### src/pfps_pkg.sv
// Shared types and constants for the packed FFT power spectrum block.
// No dependencies; every other file imports this package.
package pfps_pkg;

  // Sideband that travels with every word down the pipeline.
  typedef struct packed {
    logic [8:0] bin;
    logic       last;
  } pfps_tag_t;

  // Configuration register indexes.
  typedef logic [0:0] reg_index_t;
  localparam reg_index_t REG_POWER_MODE = 1'd0;
  localparam reg_index_t REG_LOG_MODE   = 1'd1;

  localparam int ISQRT_STEPS   = 32;
  localparam int LOG_FRAC_BITS = 40;
  localparam int LG_W          = 46;
  localparam logic [63:0] LN2_Q64 = 64'hB17217F7D1CF79AC;

  function automatic logic [31:0] abs32(input logic signed [31:0] w);
    abs32 = w[31] ? (32'd0 - 32'(w)) : 32'(w);
  endfunction

endpackage

### src/pfps_square.sv
// Input side: splits the DC/Nyquist pair into two words and forms re^2 + im^2.
// Depends on pfps_pkg.
module pfps_square import pfps_pkg::*; (
  input  logic               clk,
  input  logic               rst,
  input  logic               start,
  input  logic [7:0]         pair_index,
  input  logic signed [31:0] word_even,
  input  logic signed [31:0] word_odd,
  input  logic [8:0]         nyq_bin,
  output logic               busy,
  output logic               out_valid,
  output pfps_tag_t          out_tag,
  output logic [63:0]        out_power
);

  logic        pending;
  logic [31:0] held_odd;
  logic        accept;
  logic        s1_valid, s2_valid;
  pfps_tag_t   s1_tag, s2_tag;
  logic [31:0] s1_a, s1_b;
  logic [63:0] sq_a, sq_b;

  assign busy   = pending;
  assign accept = start && !pending;

  always_ff @(posedge clk) begin
    if (rst) begin
      pending   <= 1'b0;
      s1_valid  <= 1'b0;
      s2_valid  <= 1'b0;
      out_valid <= 1'b0;
    end else begin
      pending   <= accept && (pair_index == 8'd0);
      s1_valid  <= accept || pending;
      s2_valid  <= s1_valid;
      out_valid <= s2_valid;
    end
  end

  always_ff @(posedge clk) begin
    if (accept) begin
      held_odd <= word_odd;
    end
    // The Nyquist word goes in the cycle after the DC word.
    if (pending) begin
      s1_a       <= abs32(held_odd);
      s1_b       <= 32'd0;
      s1_tag.bin <= nyq_bin;
      s1_tag.last <= 1'b1;
    end else begin
      s1_a        <= abs32(word_even);
      s1_b        <= (pair_index == 8'd0) ? 32'd0 : abs32(word_odd);
      s1_tag.bin  <= {1'b0, pair_index};
      s1_tag.last <= (pair_index != 8'd0);
    end
    sq_a      <= 64'(s1_a) * 64'(s1_a);
    sq_b      <= 64'(s1_b) * 64'(s1_b);
    s2_tag    <= s1_tag;
    out_power <= sq_a + sq_b;
    out_tag   <= s2_tag;
  end

endmodule

### config.mk
export PLATFORM = sky130hd
export DESIGN_NAME = pfps_square
export DESIGN_NICKNAME = d
export VERILOG_FILES = /design/src/pfps_pkg.sv /design/src/pfps_square.sv
export SDC_FILE = /design/constraint.sdc
export NUM_CORES = 2
export LEC_CHECK = 0
export ABC_AREA = 1
export BUFFER_PORTS_ARGS = -buffer_cell sky130_fd_sc_hd__buf_4
export CAP_MARGIN = 5
export CELL_PAD_IN_SITES_DETAIL_PLACEMENT = 0
export CELL_PAD_IN_SITES_GLOBAL_PLACEMENT = 1
export CORE_MARGIN = 2
export CORE_UTILIZATION = 54
export CTS_BUF_LIST = sky130_fd_sc_hd__clkbuf_16
export DETAILED_ROUTE_END_ITERATION = 8
export HOLD_SLACK_MARGIN = 0.02
export MAX_ROUTING_LAYER = met4
export PLACE_DENSITY = 0.95
export SLEW_MARGIN = 25
export SYNTH_ARGS = -nofsm -noshare
export SYNTH_HDL_FRONTEND = slang
export SYNTH_SLANG_ARGS = --single-unit
export TNS_END_PERCENT = 100
### constraint.sdc
create_clock -name clk -period 13.38 [get_ports clk]
set_clock_uncertainty 0.2 [all_clocks]
set_input_delay 2.007 -clock clk [delete_from_list [all_inputs] [get_ports clk]]
set_output_delay 2.007 -clock clk [all_outputs]
set_load 0.03 [all_outputs]
### Word level (Yosys, flattened, before mapping)

Cells that the tools add are included.

| storage, ports and cells | value |
|---|---|
| register bits | 322 |
| input port bits | 84 |
| output and inout port bits | 76 |

| cells by class | value |
|---|---|
| $add $sub $neg | 4 |
| multiply operators | 2 |
| mux-type cells | 5 |
| bitwise logic cells | 1 |
| reductions and logical operators | 8 |

Operator list:

| cell | number |
|---|---|
| multiplier 32 x 32 -> 64 bit | 2 |
| 2-to-1 mux 32 bit | 3 |
| subtractor 1 x 32 -> 32 bit, first input constant | 3 |
| adder 64 bit | 1 |
| 2-to-1 mux 31 bit | 1 |
| 2-to-1 mux 9 bit | 1 |
| zero test 8 bit | 1 |
| nonzero test 8 bit | 1 |
| OR reduction 3 bit | 1 |
| logical AND 1 bit | 2 |
| OR reduction 2 bit | 1 |
| zero test 1 bit | 1 |
| logical OR 1 bit | 1 |
| NOT 1 bit | 1 |

### Logic depth before layout (Yosys ltp)

| logic depth | value |
|---|---|
| depth in word-level cells | 3 |
| mapped depth | 33 |

### Worst setup path after synthesis

No wires, ideal clock.

| path | value |
|---|---|
| kind | register -> register |
| from | reg s1_a[2] |
| to | reg sq_a[39] |
| arrival time | 6476 ps |
| path slack | 6592 ps |
| cell stages (with the launch flop) | 29 |
| path buffers | 2 |
| clock period less this slack | 6788 ps |
| path through | dfxtp_1 -> clkbuf_1 -> buf_1 -> nand2_1 -> fa_1 -> inv_1 -> fa_1 -> inv_1 -> fa_1 -> fa_1 -> inv_1 -> fa_1 -> inv_1 -> fa_1 -> inv_1 -> fa_1 -> inv_1 -> fa_1 -> inv_1 -> ha_1 -> nand2_1 -> nor2_1 -> nand2_1 -> inv_1 -> nand4_1 -> nand3_2 -> nand3_1 -> nand3_1 -> nand2_1 |

| on the way | value |
|---|---|
| longest elaborated chain between the ends | 1 |

RTL lines:

| item | line | text |
|---|---|---|
| start, declared | pfps_square.sv:22 | `logic [31:0] s1_a, s1_b;` |
| start signal, assigned | pfps_square.sv:48 | `s1_a <= abs32(held_odd);` |
| start signal, assigned | pfps_square.sv:53 | `s1_a <= abs32(word_even);` |
| multiplier 32 x 32 -> 64 bit | pfps_square.sv:58 | `sq_a <= 64'(s1_a) * 64'(s1_a);` |
| end signal, assigned | pfps_square.sv:58 |  |
| end, declared | pfps_square.sv:23 | `logic [63:0] sq_a, sq_b;` |

Every way passes these cells.
A chain may end at the register's enable or synchronous reset.

### Worst setup path in the final report

| path | value |
|---|---|
| from | reg s1_b[13] |
| to | reg sq_b[24] |

| on the way | value |
|---|---|
| longest elaborated chain between the ends | 1 |

RTL lines:

| item | line | text |
|---|---|---|
| start, declared | pfps_square.sv:22 |  |
| start signal, assigned | pfps_square.sv:54 | `s1_b <= (pair_index == 8'd0) ? 32'd0 : abs32(word_odd);` |
| multiplier 32 x 32 -> 64 bit | pfps_square.sv:59 | `sq_b <= 64'(s1_b) * 64'(s1_b);` |
| end signal, assigned | pfps_square.sv:59 |  |
| end, declared | pfps_square.sv:23 |  |

Every way passes these cells.

==> metrics.yaml <==
placeableCoreArea_um2: 146000
outcome: "completed"
timing.hold.worst_path_depth: 0
post_cts_resized: 0
num-nets-final: 12800
setup_repair_after_global_routing_missed_its_margin: "false"
start_util_pct: 54.4
crit_path_max_incr_delay_ps: 570
cts.repair_timing.setup_buffer_count: 0
grt_first_pass_wirelength_um: 363000
worst_r2r_endpoint: "sq_b[24]$_DFF_P_"
crit_fanout: 32
ff2ff_path_depth: 24
cts_hold_buffers: 0
fp.dieArea_um2: 150000
worst-r2r-setup-slack_ps: 5830
clockRootBuffer: "sky130_fd_sc_hd__clkbuf_16"
clock_path_buffers: 3
first_global_vias: 67900
detailed_place_hpwl_um: 189000
worstReg2RegStart: "s1_b[13]$_SDFF_PP0_"
post-route-drc-count: 0
critical_path.top_delay_family: "adder cells"
setup.worst_path.class: "register to register"
synthToLayoutAreaGrowth_pct: 5.90
via_count: 62500
tns_ps: 0
achievable-frequency_mhz: 132
first_pass_iters: 7
worstHoldStart: "s1_tag[3]$_DFF_P_"
synthDistinctLibCells: 46
final_hold_viol_count: 0
detail_route_antenna_nets: 0
worstSetupStartpoint: "s1_b[13]$_SDFF_PP0_"
floorplan.io_pins: 160
worst_hold_path.endpoint: "s2_tag[3]$_DFF_P_"
synthDominantCellAreaShare_pct: 40.0
tritoncts: "yes"
cp_cell_sequence: "buf_4, nand2_1, xor2_1, ha_1, o21bai_1, fa_1, inv_1, fa_1, fa_1, inv_1, fa_1, inv_1, fa_1, inv_1, fa_1, fa_1, ha_1, nand2_1, nor2_1, nand2_1, nor2_1, nand2_1, nand3_2, xor2_1"
n_antenna_cell: 0
die_height_um: 387
die_w_um: 387
min_path_type: "register to register"
tightestPinTransition_ps: 1070
timing.critical_path.slowest_stage_cell: "sky130_fd_sc_hd__fa_1"
slew_viol_final: 0
row_count: 140
placement.io_buffers: 159
slew_headroom_pct: 28.6
grt_max_degree: 39
critical_path_arrival_ps: 7830
htree_levels: 2
drt-total-wl_um: 222000
timing.final.crit_share_pct: 56.4
endpoint_kind: "register"
synthCells: 10400
postSynthAreaPerCell_um2: 7.59
cts.reportedPaths.clkPinSlew_ps: 60
overflow: 0
timing.critical_path.mode_cell: "sky130_fd_sc_hd__fa_1"
yosysTopAreaCell: "sky130_fd_sc_hd__fa_1"
yosys-top-cells-count: "3310 x sky130_fd_sc_hd__inv_1, 2809 x sky130_fd_sc_hd__nand2_1, 1584 x sky130_fd_sc_hd__fa_1, 664 x sky130_fd_sc_hd__ha_1, 389 x sky130_fd_sc_hd__nor2_1"
setup_viol: 0
drt_first_iter_violations: 4232
synth.yosys.seq_area_share_pct: 8.49
timing.final.crit_period_ps: 7550
post_drt_via_cell_ratio: 5.04
syn_nets: 12800
clock-sinks: 320
ys_warn_count: 0
synth_ff_type: "sky130_fd_sc_hd__dfxtp_1"
fraction_of_final_layout_cells_sized_beyond_drive_strength_1_pct: 4.87
cts_buffer_count: 43
most_used_standard_cell_by_instance_count_after_synthesis: "sky130_fd_sc_hd__inv_1"
synth_async_sr_flop_share_pct: 0
globalplace.congestion: 0.996
path_buf_inv: 5
drv.max_cap_violation_count: 0
postSynthRegisterBits: 320
fin_area_um2: 83900
sequential_cell_area_um2: 6730
postLayoutCoreUtil_pct: 57.6
global_route.usage.total_pct: 31.7
synth.cell_area_um2: 79200
detailed_place.area_um2: 82400
timing.critical_path.from_type: "register"
wl_per_cell_um: 17.9
insertion_delay_ps: 640
synth_enable_flop_cells: 32
multi_input_area_um2: 59100
grt_antenna_before_repair: 0
critPathRequiredTime_ps: 13660
fillers: 13600
post_synth_main_area_contributors: "sky130_fd_sc_hd__fa_1 40%, sky130_fd_sc_hd__inv_1 16%, sky130_fd_sc_hd__nand2_1 13%"
-- through the flow --
step	cells	setup WS (ps)	hold slack, ps
global route	12400	5570	120
finish	12400	5830	114
global placement	12300	6040	110
floorplan	10400	6590	110
detailed placement	12300	6050	113
CTS	12400	5950	114
-- placed cells by master (no fill, tap or decap), types with 14 or more instances in the layout --
cell type                      n
sky130_fd_sc_hd__nor2_4       14
sky130_fd_sc_hd__nor2_2       67
sky130_fd_sc_hd__buf_4       226
sky130_fd_sc_hd__nand2_2      44
sky130_fd_sc_hd__edfxtp_1     32
sky130_fd_sc_hd__xnor2_1      32
sky130_fd_sc_hd__clkbuf_16    43
sky130_fd_sc_hd__o21bai_1     53
sky130_fd_sc_hd__nand2_1    2809
sky130_fd_sc_hd__o21ai_0      89
sky130_fd_sc_hd__nor3_2       14
sky130_fd_sc_hd__ha_1        664
sky130_fd_sc_hd__nand4_1      62
sky130_fd_sc_hd__nor2_1      388
sky130_fd_sc_hd__fa_1       1584
sky130_fd_sc_hd__xor2_1      159
sky130_fd_sc_hd__a21oi_1     189
sky130_fd_sc_hd__inv_2        19
sky130_fd_sc_hd__nor3_1       49
sky130_fd_sc_hd__inv_1      3312
sky130_fd_sc_hd__nand3_2      22
sky130_fd_sc_hd__nand3_1     228
sky130_fd_sc_hd__dfxtp_1     287
-- logic make-up (layout without fill, tap and decap cells) --
| group | Yosys count | count (layout) | synth area share [%] |
|---|---|---|---|
| xor gates and xnor gates | 191 | 191 | 2.11 |
| adders and majority gates | 2248 | 2248 | 50.5 |
| and+or+nand+nor | 3725 | 3725 | 19.2 |
| buffers and inverters | 3561 | 3635 | 16.9 |
| DFF | 320 | 320 | 8.49 |
| AOI/OAI and AO/OA | 382 | 382 | 2.75 |
-- how the worst max path moves through the flow --
stage          cells past startpoint          endpoint  slack (ps)
6_report                          24  sq_b[24]$_DFF_P_        5830
5_1_grt                           24  sq_b[24]$_DFF_P_        5570
4_1_cts                           24  sq_b[24]$_DFF_P_        5950
3_5_place_dp                      24  sq_b[24]$_DFF_P_        6050
3_3_place_gp                      26  sq_b[54]$_DFF_P_        6040
2_1_floorplan                     28  sq_a[39]$_DFF_P_        6590
-- state kept, by name, summed over array words and instances (netlist names), 10 cells and up --
| name | flops |
|---|---|
| held_odd | 32 |
| out_power | 64 |
| out_tag | 10 |
| s1_a | 32 |
| s1_b | 32 |
| s1_tag | 10 |
| s2_tag | 10 |
| sq_a | 63 |
| sq_b | 63 |
-- cell type report --
cell class                 count  area share [%]
multi-input combinational   6546            70.5
sequential                   320            8.02
inverter                    3331            14.9
timing repair buffer         226            2.02
clock buffer                  43            1.28
clock inverter                35           0.448
tap                         1917            2.86
-- routing by layer --
layer  track usage [%]  up-vias  share of wire (%)
li1                  -    29600                  -
met4              10.2        0                3.7
met5                 -        -                  0
met2              50.8     1965                 47
met1              42.4    30600                 44
met3              3.63      408                6.0
Power is left out: the tool's default activity adds up to more than one toggle a clock period on the data nets, which glitch-free logic cannot reach.
